<file path="config.mk">
export PLATFORM = sky130hd
export DESIGN_NAME = weighted_lane_picker_with_depth_gate
export DESIGN_NICKNAME = d
export VERILOG_FILES = /design/src/wlp_pkg.sv /design/src/weighted_lane_picker_with_depth_gate.sv
export SDC_FILE = /design/constraint.sdc
export NUM_CORES = 1
export LEC_CHECK = 0
export BUFFER_PORTS_ARGS = -buffer_cell sky130_fd_sc_hd__buf_4
export CAP_MARGIN = 20
export CORE_MARGIN = 5
export CORE_UTILIZATION = 50
export DETAILED_ROUTE_END_ITERATION = 10
export HOLD_SLACK_MARGIN = 0.08
export PLACE_DENSITY = 0.81
export SKIP_LAST_GASP = 1
export SLEW_MARGIN = 15
export SYNTH_ARGS = -nofsm -noshare
export SYNTH_HDL_FRONTEND = slang
export SYNTH_SLANG_ARGS = --single-unit
</file>
<file path="constraint.sdc">
create_clock -name i_clk -period 14.01 [get_ports i_clk]
set_input_delay 0 -clock i_clk [delete_from_list [all_inputs] [get_ports i_clk]]
set_output_delay 0 -clock i_clk [all_outputs]
set_load 0.05 [all_outputs]
</file>
<file path="src/wlp_pkg.sv">
// ============================================================================
// wlp_pkg
// Shared types, constants and helpers for the weighted lane picker.
// ============================================================================
package wlp_pkg;

    // Lane table size and derived widths
    localparam int LANE_COUNT = 4;
    localparam int LANE_W     = 2;                              // chosen_index width
    localparam int CNT_W      = 3;                              // active_lanes width
    localparam int TOTAL_W    = 8 + $clog2(LANE_COUNT + 1);     // sum of all weights
    localparam int CREDIT_W   = 16;
    localparam int ALU_W      = CREDIT_W + 2;

    // Register reset values
    localparam logic [31:0]      WEIGHTS_RST = 32'h0101_0101;
    localparam logic [31:0]      IDS_RST     = 32'h0302_0100;
    localparam logic [CNT_W-1:0] ACTIVE_RST  = 3'd4;
    localparam logic [15:0]      LIMIT_RST   = 16'd8;

    // Register map, word index (paddr[3:2])
    typedef enum logic [1:0] {
        REG_WEIGHTS = 2'd0,
        REG_IDS     = 2'd1,
        REG_ACTIVE  = 2'd2,
        REG_LIMIT   = 2'd3
    } t_reg_idx;

    // Sequencer states
    typedef enum logic [2:0] {
        S_IDLE,
        S_ADD,
        S_PICK,
        S_FALL,
        S_UPD,
        S_OUT
    } t_state;

    typedef struct packed {
        logic [15:0] depth_lane0;
        logic [15:0] depth_lane1;
        logic [15:0] depth_lane2;
        logic [15:0] depth_lane3;
    } t_req;

    typedef struct packed {
        logic [7:0]        chosen_id;
        logic [LANE_W-1:0] chosen_index;
        logic              used_fallback;
        logic              no_lane;
    } t_rsp;

    // Clamp a widened sum back to the signed credit range
    function automatic logic signed [CREDIT_W-1:0] sat_credit(
        input logic signed [ALU_W-1:0] v
    );
        logic signed [ALU_W-1:0] hi;
        logic signed [ALU_W-1:0] lo;
        hi = ALU_W'(32767);
        lo = -ALU_W'(32768);
        if (v > hi) begin
            return 16'sh7FFF;
        end else if (v < lo) begin
            return 16'sh8000;
        end else begin
            return v[CREDIT_W-1:0];
        end
    endfunction

endpackage

</file>
<file path="src/weighted_lane_picker_with_depth_gate.sv">
// ============================================================================
// weighted_lane_picker_with_depth_gate
// Smooth weighted round-robin lane picker with a queue-depth gate.
// ============================================================================
// Flow: accept, raise each active credit (N = active lanes, up to 4), pick,
//   a fallback walk when every lane is at or over the depth limit, debit the
//   winner, load the result; with N=0 it goes straight to the result.
// One transaction at a time; the lane walk runs through the single credit adder
//   and comparator, and the result waits while the result register stalls.
// Reset: synchronous active-low; credits clear to zero, registers take their
//   defaults, sequencer returns to idle and the result register empties.
// ============================================================================
module weighted_lane_picker_with_depth_gate (
    input  logic                 i_clk,
    input  logic                 i_rst_n,

    // Request channel
    input  logic                 i_in_valid,
    output logic                 o_in_ready,
    input  wlp_pkg::t_req        i_in_data,

    // Result channel
    output logic                 o_out_valid,
    input  logic                 i_out_ready,
    output wlp_pkg::t_rsp        o_out_data,

    // APB-style configuration port
    input  logic                 psel,
    input  logic                 penable,
    input  logic                 pwrite,
    input  logic [3:0]           paddr,
    input  logic [31:0]          pwdata,
    output logic [31:0]          prdata,
    output logic                 pready
);

    // ------------------------------------------------------------------
    // Configuration registers
    // ------------------------------------------------------------------
    logic [31:0]                   r_weights;
    logic [31:0]                   r_ids;
    logic [wlp_pkg::CNT_W-1:0]     r_active;
    logic [15:0]                   r_limit;

    logic                          cfg_wr;
    wlp_pkg::t_reg_idx             cfg_idx;
    logic                          cred_clr;   // lane table rewritten

    assign pready   = 1'b1;
    assign cfg_wr   = psel & penable & pwrite;
    assign cfg_idx  = wlp_pkg::t_reg_idx'(paddr[3:2]);
    assign cred_clr = cfg_wr && (cfg_idx != wlp_pkg::REG_LIMIT);

    always_ff @(posedge i_clk) begin
        if (!i_rst_n) begin
            r_weights <= wlp_pkg::WEIGHTS_RST;
            r_ids     <= wlp_pkg::IDS_RST;
            r_active  <= wlp_pkg::ACTIVE_RST;
            r_limit   <= wlp_pkg::LIMIT_RST;
        end else if (cfg_wr) begin
            unique case (cfg_idx)
                wlp_pkg::REG_WEIGHTS: r_weights <= pwdata;
                wlp_pkg::REG_IDS:     r_ids     <= pwdata;
                wlp_pkg::REG_ACTIVE:  r_active  <= pwdata[wlp_pkg::CNT_W-1:0];
                wlp_pkg::REG_LIMIT:   r_limit   <= pwdata[15:0];
                default: ;
            endcase
        end
    end

    always_comb begin
        unique case (cfg_idx)
            wlp_pkg::REG_WEIGHTS: prdata = r_weights;
            wlp_pkg::REG_IDS:     prdata = r_ids;
            wlp_pkg::REG_ACTIVE:  prdata = {{(32-wlp_pkg::CNT_W){1'b0}}, r_active};
            wlp_pkg::REG_LIMIT:   prdata = {16'h0000, r_limit};
            default:              prdata = '0;
        endcase
    end

    // Effective lane count: active_lanes clamped to the table size
    localparam logic [wlp_pkg::CNT_W-1:0] LANES_MAX = wlp_pkg::CNT_W'(wlp_pkg::LANE_COUNT);
    logic [wlp_pkg::CNT_W-1:0] eff_lanes;
    assign eff_lanes = (r_active > LANES_MAX) ? LANES_MAX : r_active;

    // ------------------------------------------------------------------
    // Sequencer state and datapath registers
    // ------------------------------------------------------------------
    wlp_pkg::t_state                       r_state,    n_state;
    logic [wlp_pkg::LANE_W-1:0]            r_lane,     n_lane;     // walk position
    logic [wlp_pkg::LANE_W-1:0]            r_last,     n_last;     // last active lane
    logic [wlp_pkg::LANE_W-1:0]            r_best,     n_best;
    logic signed [wlp_pkg::CREDIT_W-1:0]   r_best_cr,  n_best_cr;
    logic [15:0]                           r_best_dep, n_best_dep;
    logic                                  r_found,    n_found;
    logic                                  r_fb,       n_fb;
    logic                                  r_none,     n_none;
    logic [wlp_pkg::TOTAL_W-1:0]           r_total,    n_total;
    wlp_pkg::t_req                         r_req,      n_req;
    logic                                  r_out_valid, n_out_valid;
    wlp_pkg::t_rsp                         r_rsp,      n_rsp;

    // Per-lane credits, one read/write address per cycle, apart from the clear of all lanes on a table write
    logic signed [wlp_pkg::CREDIT_W-1:0]   r_credit [wlp_pkg::LANE_COUNT];

    // Shared-unit operands
    logic [wlp_pkg::LANE_W-1:0]            rd_idx;
    logic signed [wlp_pkg::CREDIT_W-1:0]   cur_cr;
    logic [7:0]                            cur_w;
    logic [15:0]                           cur_dep;
    logic [15:0]                           depth_arr [wlp_pkg::LANE_COUNT];
    logic signed [wlp_pkg::ALU_W-1:0]      alu_op;
    logic signed [wlp_pkg::ALU_W-1:0]      alu_sum;
    logic signed [wlp_pkg::CREDIT_W-1:0]   alu_res;
    logic                                  cred_we;
    logic                                  hit;

    assign depth_arr[0] = r_req.depth_lane0;
    assign depth_arr[1] = r_req.depth_lane1;
    assign depth_arr[2] = r_req.depth_lane2;
    assign depth_arr[3] = r_req.depth_lane3;

    // Credit update walks the lanes; final debit targets the winner
    assign rd_idx  = (r_state == wlp_pkg::S_UPD) ? r_best : r_lane;
    assign cur_cr  = r_credit[rd_idx];
    assign cur_w   = r_weights[8*rd_idx +: 8];
    assign cur_dep = depth_arr[rd_idx];

    // Single saturating adder: +weight while raising, -total on debit
    assign alu_op  = (r_state == wlp_pkg::S_UPD)
                   ? -$signed(wlp_pkg::ALU_W'(r_total))
                   :  $signed(wlp_pkg::ALU_W'(cur_w));
    assign alu_sum = wlp_pkg::ALU_W'(cur_cr) + alu_op;
    assign alu_res = wlp_pkg::sat_credit(alu_sum);

    // Eligible and better than anything seen so far
    assign hit = (cur_dep < r_limit) && (!r_found || (cur_cr > r_best_cr));

    assign o_in_ready  = (r_state == wlp_pkg::S_IDLE);
    assign o_out_valid = r_out_valid;
    assign o_out_data  = r_rsp;

    always_ff @(posedge i_clk) begin
        if (!i_rst_n) begin
            r_state     <= wlp_pkg::S_IDLE;
            r_out_valid <= 1'b0;
            for (int i = 0; i < wlp_pkg::LANE_COUNT; i++) begin
                r_credit[i] <= '0;
            end
        end else begin
            r_state     <= n_state;
            r_out_valid <= n_out_valid;
            if (cred_clr) begin
                for (int i = 0; i < wlp_pkg::LANE_COUNT; i++) begin
                    r_credit[i] <= '0;
                end
            end else if (cred_we) begin
                r_credit[rd_idx] <= alu_res;
            end
        end
    end

    // Payload registers, no reset needed
    always_ff @(posedge i_clk) begin
        r_lane     <= n_lane;
        r_last     <= n_last;
        r_best     <= n_best;
        r_best_cr  <= n_best_cr;
        r_best_dep <= n_best_dep;
        r_found    <= n_found;
        r_fb       <= n_fb;
        r_none     <= n_none;
        r_total    <= n_total;
        r_req      <= n_req;
        r_rsp      <= n_rsp;
    end

    always_comb begin
        n_state     = r_state;
        n_lane      = r_lane;
        n_last      = r_last;
        n_best      = r_best;
        n_best_cr   = r_best_cr;
        n_best_dep  = r_best_dep;
        n_found     = r_found;
        n_fb        = r_fb;
        n_none      = r_none;
        n_total     = r_total;
        n_req       = r_req;
        n_rsp       = r_rsp;
        n_out_valid = r_out_valid;
        cred_we     = 1'b0;

        if (r_out_valid && i_out_ready) begin
            n_out_valid = 1'b0;
        end

        unique case (r_state)
            wlp_pkg::S_IDLE: begin
                if (i_in_valid) begin
                    n_req   = i_in_data;
                    n_lane  = '0;
                    n_total = '0;
                    n_found = 1'b0;
                    n_fb    = 1'b0;
                    n_best  = '0;
                    if (eff_lanes == '0) begin
                        // nothing to schedule, credits untouched
                        n_none  = 1'b1;
                        n_state = wlp_pkg::S_OUT;
                    end else begin
                        n_none  = 1'b0;
                        n_last  = wlp_pkg::LANE_W'(eff_lanes - 1'b1);
                        n_state = wlp_pkg::S_ADD;
                    end
                end
            end

            // raise each active credit by its weight, accumulate the total
            wlp_pkg::S_ADD: begin
                cred_we = 1'b1;
                n_total = r_total + wlp_pkg::TOTAL_W'(cur_w);
                if (r_lane == r_last) begin
                    n_lane  = '0;
                    n_state = wlp_pkg::S_PICK;
                end else begin
                    n_lane  = r_lane + 1'b1;
                end
            end

            // highest credit below the depth limit; strict > keeps lower lane
            wlp_pkg::S_PICK: begin
                if (hit) begin
                    n_best    = r_lane;
                    n_best_cr = cur_cr;
                    n_found   = 1'b1;
                end
                if (r_lane == r_last) begin
                    n_lane  = '0;
                    n_state = (r_found || hit) ? wlp_pkg::S_UPD : wlp_pkg::S_FALL;
                end else begin
                    n_lane  = r_lane + 1'b1;
                end
            end

            // every lane full: take the shallowest, lower lane on ties
            wlp_pkg::S_FALL: begin
                n_fb = 1'b1;
                if ((r_lane == '0) || (cur_dep < r_best_dep)) begin
                    n_best     = r_lane;
                    n_best_dep = cur_dep;
                end
                if (r_lane == r_last) begin
                    n_state = wlp_pkg::S_UPD;
                end else begin
                    n_lane  = r_lane + 1'b1;
                end
            end

            // debit the winner by the sum of weights
            wlp_pkg::S_UPD: begin
                cred_we = 1'b1;
                n_state = wlp_pkg::S_OUT;
            end

            // load the result register once it is free
            wlp_pkg::S_OUT: begin
                if (!r_out_valid || i_out_ready) begin
                    n_out_valid         = 1'b1;
                    n_rsp.chosen_id     = r_none ? 8'h00 : r_ids[8*r_best +: 8];
                    n_rsp.chosen_index  = r_none ? '0 : r_best;
                    n_rsp.used_fallback = r_fb;
                    n_rsp.no_lane       = r_none;
                    n_state             = wlp_pkg::S_IDLE;
                end
            end

            default: begin
                n_state = wlp_pkg::S_IDLE;
            end
        endcase
    end

`ifndef SYNTH
    // An empty lane table must report nothing chosen
    a_no_lane_clean: assert property (@(posedge i_clk) disable iff (!i_rst_n)
        (o_out_valid && o_out_data.no_lane) |->
            (o_out_data.chosen_id == 8'h00 && o_out_data.chosen_index == '0 &&
             !o_out_data.used_fallback))
        else $error("no_lane result carries a lane");

    // The lane walk never runs past the last active lane
    a_walk_bound: assert property (@(posedge i_clk) disable iff (!i_rst_n)
        (r_state == wlp_pkg::S_ADD || r_state == wlp_pkg::S_PICK ||
         r_state == wlp_pkg::S_FALL) |-> (r_lane <= r_last))
        else $error("lane walk out of range");

    // A new result only appears as the sequencer leaves its output step
    a_out_from_seq: assert property (@(posedge i_clk) disable iff (!i_rst_n)
        (!$past(r_out_valid) && r_out_valid) |-> ($past(r_state) == wlp_pkg::S_OUT))
        else $error("result loaded outside output step");
`endif

endmodule
</file>
After elaboration in Yosys (flattened, before gate mapping)
Memories as Yosys holds them, arrays and structs flattened.
Index checks and enable logic that the tools add are counted.
{ "word_totals": {"register_bits": 215, "ram_bits": 64, "inputBits": 107, "n_memories": 1} }
{ "mem_list": {"columns": ["name", "words", "word_bits", "rd", "rd_clocked_by_memory_dff", "wr", "line_no", "rtl"], "rows": [
  ["r_credit", 4, 16, 1, 0, 4, "weighted_lane_picker_with_depth_gate.sv:104", "logic signed [wlp_pkg::CREDIT_W-1:0] r_credit [wlp_pkg::LANE_COUNT];"]
]} }
{ "op_classes": {"n_addsub": 5, "magnitude_cmp": 7, "eq_ne": 18, "shifts": 2, "mux": 50, "bitwise": 8, "n_reduce_logical": 36} }
{ "ops": {"columns": ["op", "n"], "rows": [
  ["16-bit two-way mux", 9],
  ["32-bit one-hot mux with 4 select lines", 1],
  ["32-bit by 6-bit indexed part select with 8-bit output", 2],
  ["16-bit binary-select mux with 2-bit select", 1],
  ["16-bit < comparator", 2],
  ["3-bit two-way mux", 8],
  ["11-bit one-hot mux with 2 select lines", 1],
  ["2-bit AND reduction", 10],
  ["16-bit by 18-bit adder with 18-bit output", 1],
  ["18-bit by 16-bit > comparator with 1-bit output (second input constant)", 1],
  ["18-bit by 16-bit < comparator with 1-bit output (second input constant)", 1],
  ["18-bit two-way mux", 1],
  ["2-bit != test (second input constant)", 9],
  ["11-bit negation with 18-bit output", 1],
  ["3-bit one-hot mux with 6 select lines", 1],
  ["16-bit > comparator", 1],
  ["1-bit two-way mux", 16],
  ["16-bit OR reduction", 1],
  ["2-bit two-way mux", 7],
  ["2-bit one-hot mux with 3 select lines", 2],
  ["11-bit by 8-bit adder with 11-bit output", 1],
  ["11-bit two-way mux", 1],
  ["3-bit AND reduction", 3],
  ["3-bit by 2-bit == test with 1-bit output (second input constant)", 2],
  ["other kinds (24)", 43]
]} }

Longest topological paths before layout
Gate-level depths: netlist (run 1).
{ "logic_depth": {"word_depth": 12, "depth_mapped": 21, "mapped_depth_nobuf": 17} }

Worst setup path before layout (run 1)
OpenSTA, ideal clock, no wires.
{ "synth_timing": {"path_type": "flip-flop to flip-flop", "from": "reg r_state[0]", "to": "reg r_best_cr[0] (netlist bit) (enable)", "setup_time_ps": 388, "arrival_ps": 4502, "setup_slack_ps": 9120, "path_stages_with_launch": 18, "path_cell_list": "dfxtp_1 -> buf_6 -> or3b_1 -> buf_2 -> clkbuf_1 -> mux2i_1 -> clkbuf_1 -> clkbuf_1 -> a211oi_1 -> a31oi_1 -> ha_1 -> a21o_1 -> a21o_1 -> a221o_1 -> o21ai_0 -> and3_1 -> nand2_1 -> nor2_1"} }
{ "synth_between": {"elab_chain_cells": 9, "word_cells_on_any_way": 13, "cone_classes": "order compare: 2; eq/ne: 2; mux: 4; bitwise: 1; reduce/logical: 3; memory: 1"} }
{ "synth_rtl": {"columns": ["item", "line_no", "rtl"], "rows": [
  ["from (decl)", "weighted_lane_picker_with_depth_gate.sv:89", "wlp_pkg::t_state r_state, n_state;"],
  ["from (signal assigned)", "weighted_lane_picker_with_depth_gate.sv:145", "r_state <= wlp_pkg::S_IDLE;"],
  ["from (signal assigned)", "weighted_lane_picker_with_depth_gate.sv:151", "r_state <= n_state;"],
  ["3-bit == test", "weighted_lane_picker_with_depth_gate.sv:124", "assign rd_idx = (r_state == wlp_pkg::S_UPD) ? r_best : r_lane;"],
  ["2-bit two-way mux", "weighted_lane_picker_with_depth_gate.sv:124", null],
  ["2-bit inverter with 3-bit output (not written as such)", "weighted_lane_picker_with_depth_gate.sv:127", "assign cur_dep = depth_arr[rd_idx];"],
  ["16-bit binary-select mux with 2-bit select", "weighted_lane_picker_with_depth_gate.sv:127", null],
  ["16-bit two-way mux (not written as such) (2 in series)", "weighted_lane_picker_with_depth_gate.sv:127", null],
  ["via cur_dep[5]", "weighted_lane_picker_with_depth_gate.sv:110", "logic [15:0] cur_dep;"],
  ["16-bit < comparator", "weighted_lane_picker_with_depth_gate.sv:137", "assign hit = (cur_dep < r_limit) && (!r_found || (cur_cr > r_best_cr));"],
  ["1-bit logical AND", "weighted_lane_picker_with_depth_gate.sv:137", null],
  ["2-bit AND reduction (no line)", null, null],
  ["to (signal assigned)", "weighted_lane_picker_with_depth_gate.sv:168", "r_best_cr <= n_best_cr;"],
  ["to (decl)", "weighted_lane_picker_with_depth_gate.sv:93", "logic signed [wlp_pkg::CREDIT_W-1:0] r_best_cr, n_best_cr;"]
]} }
The timed path passes the listed nets, and every way through them passes these cells. The select of a mux whose other input is x is not followed.
A chain may end at the register's enable or synchronous reset.

==> summary.txt, run 1 <==
Run status
  • Status: finished clean

Floorplanning
  • Io pins: 154
  • Die ar.: 33000 µm²
  • Effective utilization at floorplan: 50.9%
  • Die W: 182 µm
  • Core area: 28900 µm²
  • Chip Height: 182 µm
  • # rows: 62

Clock tree
  • Root buffer cell: clkbuf_16
  • Num Clock Sinks: 279
  • Setup Fix Bufs, Post-CTS: 0
  • Clk pin slew, worst setup/hold paths: 0.07 ns
  • Deepest clock path buffer count: 3
  • CTS H-tree lvls: 1
  • CTS Buf Count: 28
  • CTS tree: yes
  • Post-CTS resize count: 0
  • Hold_buf cts: 102
  • Clk Latency, worst-skew pair: 0.54 ns

Hold path
  • Hold path depth: 2
  • Worst hold path type: input pin to flip-flop

Synthesis
  • Adder-cell share of the synthesized area: 6.62%
  • Syn Nets: 1648
  • Most common cell in the netlist: nand2_1
  • Mean Syn Cell Area: 10.1 µm²
  • Synth Cell Area: 14700 µm²
  • Mux contribution to synthesized area: 5.67%
  • Top post-synthesis cells by count: 286 x nand2_1, 192 x edfxtp_1, 130 x a21oi_1
  • Count of cell types in the netlist: 71
  • Synthesis-stage register bit count: 279
  • Main combinational cell family by area after synthesis: compound AO/OA/AOI/OAI gates
  • Synth top area share: 39.1%
  • Post-synthesis compound-gate area fraction: 15.4%
  • Sequential share of the synthesized area: 50.9%
  • Area leader, netlist: edfxtp_1
  • Post-synthesis xor/xnor area fraction: 1.77%
  • Number of synthesized flops with an enable pin: 192
  • Synthesis warning total: 0
  • Top FF cell, synth: edfxtp_1
  • Synth Area in Simple Gates: 15.1%
  • Gate Count Post-Synth: 1465
  • Asr flop ratio synth: 0%
  • Top post-synthesis cells by area: edfxtp_1 39%, dfxtp_1 12%, nand2_1 7.3%, ha_1 6.3%, a21oi_1 4.4%

Routing
  • Drt pass-1 iters: 5
  • Routed vias: 12500
  • Wire length per cell: 19.8 µm
  • Remaining antenna violation count after routing: 0
  • Starting DRC count in detailed routing: 1603
  • DRC: 0
  • Final Routed Wirelength: 41200 µm
  • Via density: 6.02

Timing
  • Max Slew Vio Count: 0
  • Fin crit share: 47.7%
  • Slew Limit Headroom: 28.4%
  • Setup TNS: 0 ns
  • Minimum clock period: 6.69 ns
  • RSZ-0062 raised after global routing: no
  • Tightest Pin Transition: 1.07 ns
  • Clk_skew: 0.00942 ns
  • Final setup viols: 0
  • Final hold vios: 0
  • Fmax: 150 MHz

Finish
  • Area added between synthesis and finish: 22.4%
  • Area of the multi-input gates: 6610 µm²
  • Register Area: 7510 µm²
  • Filler cells: 2125
  • Final nets: 1855
  • Layout cell share with drive strength beyond 1: 14.0%

Job
  • Max_cap viols: 0

Worst setup path
  • R2R Setup Slk: 7.32 ns
  • Cell family with most CP delay: compound AO/OA/AOI/OAI gates
  • R2R depth: 13
  • Buf/Inv on CP: 1
  • Crit path capture type: flip-flop
  • CP arrival: 6.99 ns
  • Crit path cell chain: or3b_1 -> mux2i_4 -> buf_4 -> a211oi_1 -> a31oi_1 -> ha_1 -> a21oi_1 -> o21ai_0 -> a211oi_1 -> a32oi_1 -> xnor2_2 -> nor2_4 -> o31ai_1
  • Cell count along the critical path: 13
  • Critical path launch point type: flip-flop
  • WP data required: 14.32 ns
  • CP Max Fanout: 61
  • CP max stage cell: xnor2_2
  • Kind of critical path: flip-flop to flip-flop
  • Cell mode on critical path: a211oi_1
  • Crit path largest cell delay: 0.79 ns

Global routing
  • Initial antenna violation count: 1
  • GRT Total Usage: 23.9%
  • Met2 Resource Use GR: 39.7%
  • Met3 Use GR: 3.42%
  • Vias in the first global route: 12100
  • First-pass GRT wire length: 64600 µm
  • Global routing usage on met1: 32.6%
  • Congestion Overflow GR: 0
  • GR peak layer: met2
  • Largest net degree at the start of global routing: 81

Place
  • PortBufs: 150
  • Gpl congestion: 0.922
  • DP HPWL: 26400 µm

Pwr
  • Pwr dens: 138 nW/µm²
  • Static leakage: 7.08 nW
  • Power consumption: 2.48 mW
  • IR drop worst, VDD: 0.127 mV
## cell usage in the layout (no fill, tap or decap), types with 17 or more instances in the layout
master / n
o21ai_0: 34
nor2_1: 60
clkbuf_16: 30
buf_4: 161
nand2_1: 286
inv_1: 71
mux2i_1: 47
dlygate4sd3_1: 102
nor2b_1: 18
o31ai_1: 34
a31oi_1: 41
dfxtp_1: 87
nor3_1: 17
ha_1: 74
and2_1: 39
a21oi_1: 130
a211oi_1: 42
edfxtp_1: 192
## state kept, by name, summed over array words and instances, names as in the netlist, 11 cells and up
name and cells:
r_best_dep 16, r_weights 32, r_limit 16, r_ids 32, r_best_cr 16, o_out_data 12
r_credit 64, depth_arr 64, r_total 11
## per-stage QoR
step / std cells / cell area, µm² / setup WS (ns) / hold slack, ns / utilization [%]
floorplan: 1465 / 14700 / 9.12 / 0.0989 / -
global placement: 1924 / 16100 / 7.83 / 0.179 / 55.6
detailed placement: 1924 / 16100 / 7.62 / 0.179 / 55.6
CTS: 2078 / 18000 / 7.51 / 0.164 / 62.3
global route: 2079 / 18000 / 6.99 / 0.175 / 62.3
finish: 2079 / 18000 / 7.32 / 0.185 / 62.3
## cells by family (layout without fill, tap and decap cells)
kind of cell,Yosys count,count (layout)
buffers and inverters,159,388
adder cells (fa/ha/maj),77,77
multiplexers,66,66
other,1,2
AO/OA/AOI/OAI,359,359
XOR/XNOR,29,29
flip-flops,279,279
AND/OR/NAND/NOR,495,495
## path summary, 6_finish.rpt
check	from	end
min	i_in_data[23]	depth_arr[23]
max	r_state[2]	r_credit[1][1]
min reg2reg	r_limit[10]	r_limit[10]
max reg2reg	r_state[2]	r_credit[1][1]
## final cells by class
| cell class | instances | share of cell area, % |
|---|---|---|
| inverter | 73 | 1.52 |
| antenna | 1 | 0.0139 |
| sequential | 279 | 41.6 |
| tap | 384 | 2.66 |
| clock buffer | 35 | 4.32 |
| timing repair buffer | 263 | 12.4 |
| multi-input combinational | 1027 | 36.7 |
| clock inverter | 17 | 0.853 |
## report_power, final
part	total [mW]	switching (mW)	internal, mW
Combinational	0.724	0.467	0.258
Clock	0.762	0.315	0.448
Sequential	0.994	0.0386	0.956
Total	2.48	0.820	1.66
## per-layer routing
layer | part of all wire [%] | vias to the layer above
li1 | - | 5720
met1 | 40 | 5980
met2 | 47 | 724
met3 | 9.8 | 99
met4 | 3.2 | 0
met5 | 0 | -
Note: power is estimated with default switching activity, not from simulation.
==> run 2: changes to the inputs <==
==> constraint.sdc (replaced) <==
create_clock -name i_clk -period 6.3 [get_ports i_clk]
set_input_delay 0 -clock i_clk [delete_from_list [all_inputs] [get_ports i_clk]]
set_output_delay 0 -clock i_clk [all_outputs]
set_load 0.05 [all_outputs]
==> summary.txt, run 2 (synthesis gave the netlist of run 1 again) <==
Run status
  • Status: finished clean

Routing
  • Final Routed Wirelength: 41200 µm (about the same)
  • Wire length per cell: 19.7 µm (-0.55%)
  • Starting DRC count in detailed routing: 1496 (-6.7%)
  • Remaining antenna violation count after routing: 0 (unchanged)
  • Routed vias: 12400 (-1.1%)
  • Drt pass-1 iters: 6 (+1)
  • Via density: 5.93 (-1.6%)
  • DRC: 0 (unchanged)

Finish
  • Final nets: 1865 (+0.54%)
  • Layout cell share with drive strength beyond 1: 14.6% (+0.61 points)
  • Register Area: 7510 µm² (unchanged)
  • Filler cells: 2152 (+1.3%)
  • Most frequent cells in the layout: 286 x nand2_1, 192 x edfxtp_1, 169 x buf_4
  • Commonest non-fill, non-tap cell in the layout: nand2_1
  • Area added between synthesis and finish: 23.2%
  • Area of the multi-input gates: 6620 µm² (+0.11%)
  • Fin area: 18200 µm² (+0.64%)

Worst setup path
  • CP Max Fanout: 42 (-31%)
  • Crit path largest cell delay: 0.66 ns (-0.13 ns)
  • R2r startpoint: r_state[1]
  • CP arrival: 6.18 ns (-0.81 ns)
  • CP startpoint: r_state[1]
  • Critical path launch point type: flip-flop
  • Kind of critical path: flip-flop to flip-flop
  • R2R depth: 14 (+1)
  • WP data required: 6.66 ns (-7.66 ns)
  • Crit path capture type: flip-flop
  • Crit path cell chain: or3b_1 -> mux2i_4 -> buf_4 -> a211oi_1 -> a31oi_1 -> ha_1 -> a21oi_1 -> o21ai_0 -> a211oi_1 -> a32oi_1 -> xnor2_2 -> buf_4 -> o211ai_2 -> o31ai_1
  • CP max stage cell: mux2i_4

Global routing
  • Vias in the first global route: 12000 (-1.4%)
  • First-pass GRT wire length: 64300 µm (-0.45%)
  • Congestion Overflow GR: 0 (unchanged)
  • Largest net degree at the start of global routing: 77 (-4.9%)
  • Initial antenna violation count: 1 (unchanged)
  • GRT Total Usage: 23.8% (-0.062 points)

Floorplanning
  • Chip Height: 182 µm (unchanged)
  • Die ar.: 33000 µm² (unchanged)
  • Io pins: 154 (unchanged)
  • # rows: 62 (unchanged)
  • Effective utilization at floorplan: 50.9% (unchanged)
  • Core area: 28900 µm² (unchanged)
  • Die W: 182 µm (unchanged)

Hold path
  • Worst hold path type: input pin to flip-flop
  • Worst hold start: penable
  • Hold path depth: 5 (+3)

Timing
  • Fin crit share: 92.4% (+45 points)
  • Tightest Pin Transition: 1.04 ns (-0.0292 ns)
  • Post-route worst setup slack: 0.477 ns (-6.85 ns)
  • Slew Limit Headroom: 30.4% (+2.0 points)
  • RSZ-0062 raised after global routing: no
  • Clk_skew: 0.00919 ns (-0.000223 ns)
  • Final hold vios: 0 (unchanged)
  • Max Slew Vio Count: 0 (unchanged)
  • Minimum clock period: 5.82 ns (-0.862 ns)
  • Final setup viols: 0 (unchanged)
  • Setup TNS: 0 ns (unchanged)
  • Fmax: 172 MHz (+15%)

Clock tree
  • Root buffer cell: clkbuf_16
  • Deepest clock path buffer count: 3 (unchanged)
  • CTS Buf Count: 29 (+3.6%)
  • Clk Latency, worst-skew pair: 0.55 ns (about the same)
  • Num Clock Sinks: 279 (unchanged)
  • Clk pin slew, worst setup/hold paths: 0.06 ns (about the same)
  • CTS tree: yes
  • CTS H-tree lvls: 1 (unchanged)

Job
  • Max_cap viols: 0 (unchanged)

Place
  • DP HPWL: 26500 µm (+0.33%)
  • Worst slack, placed: 0.530 ns (-7.09 ns)
  • Gpl congestion: 0.933 (+1.2%)
  • PortBufs: 150 (unchanged)
  • Post-Place Cell Area: 16200 µm² (+0.47%)

Pwr
  • Pwr dens: 306 nW/µm² (+120%)
  • IR drop worst, VDD: 0.261 mV (+100%)
  • Static leakage: 7.15 nW (+0.96%)
[run 2: worst paths after layout]
check              endpoint  slack, ns
max          r_credit[3][6]       0.48
min            r_weights[7]       0.15
max reg2reg  r_credit[3][6]       0.48
min reg2reg   o_out_data[1]       0.44
[run 2: area by class of cell]
type,count,area share [%]
Tap cell,384,2.65
Clock inverter,12,0.648
Antenna cell,1,0.0138
Multi-Input combinational cell,1027,36.5
Inverter,73,1.51
Sequential cell,279,41.3
Clock buffer,42,4.67
Timing Repair Buffer,272,12.7
[run 2: routing by layer]
metal / up-vias / track usage, % / routed length (µm)
li1: 5747 / - / -
met3: 84 / 2.94 / 3630
met1: 5914 / 32.8 / 16700
met4: 0 / 6.27 / 1080
met5: - / 0 / 0
met2: 640 / 40.2 / 19800
[run 2: per-stage QoR]
step / util [%] / power, mW / cells / hold slack (ns)
2_1_floorplan: - / 3.31 / 1465 / 0.0989
3_3_place_gp: 55.8 / 3.69 / 1932 / 0.179
3_5_place_dp: 55.8 / 3.75 / 1933 / 0.179
4_1_cts: 62.7 / 5.53 / 2089 / 0.123
5_1_grt: 62.7 / 5.82 / 2090 / 0.152
6_report: 62.7 / 5.56 / 2090 / 0.154
[run 2: worst max-delay path: cells and delay by family, from the launching register on]
family	cells	cell delay, ns
XOR/XNOR	1	0.51
buffers and inverters	2	0.84
adder cells (fa/ha/maj)	1	0.39
AO/OA/AOI/OAI	8	2.03
multiplexers	1	0.66
AND/OR/NAND/NOR	1	0.54
flip-flops	1	0.63
[run 2: repair_timing]
item	in CTS	in global routing
resized for setup	0	1
endpoints found under the setup margin	0	24
hold buffers	102	0
setup buffers	0	0
endpoints found under the hold margin	159	0
[run 2: report_power, final]
part / total (mW) / switching (mW) / internal [mW]
combinational: 1.62 / 1.03 / 0.586
sequential: 2.20 / 0.0773 / 2.13
clock: 1.74 / 0.727 / 1.02
total: 5.56 / 1.84 / 3.73
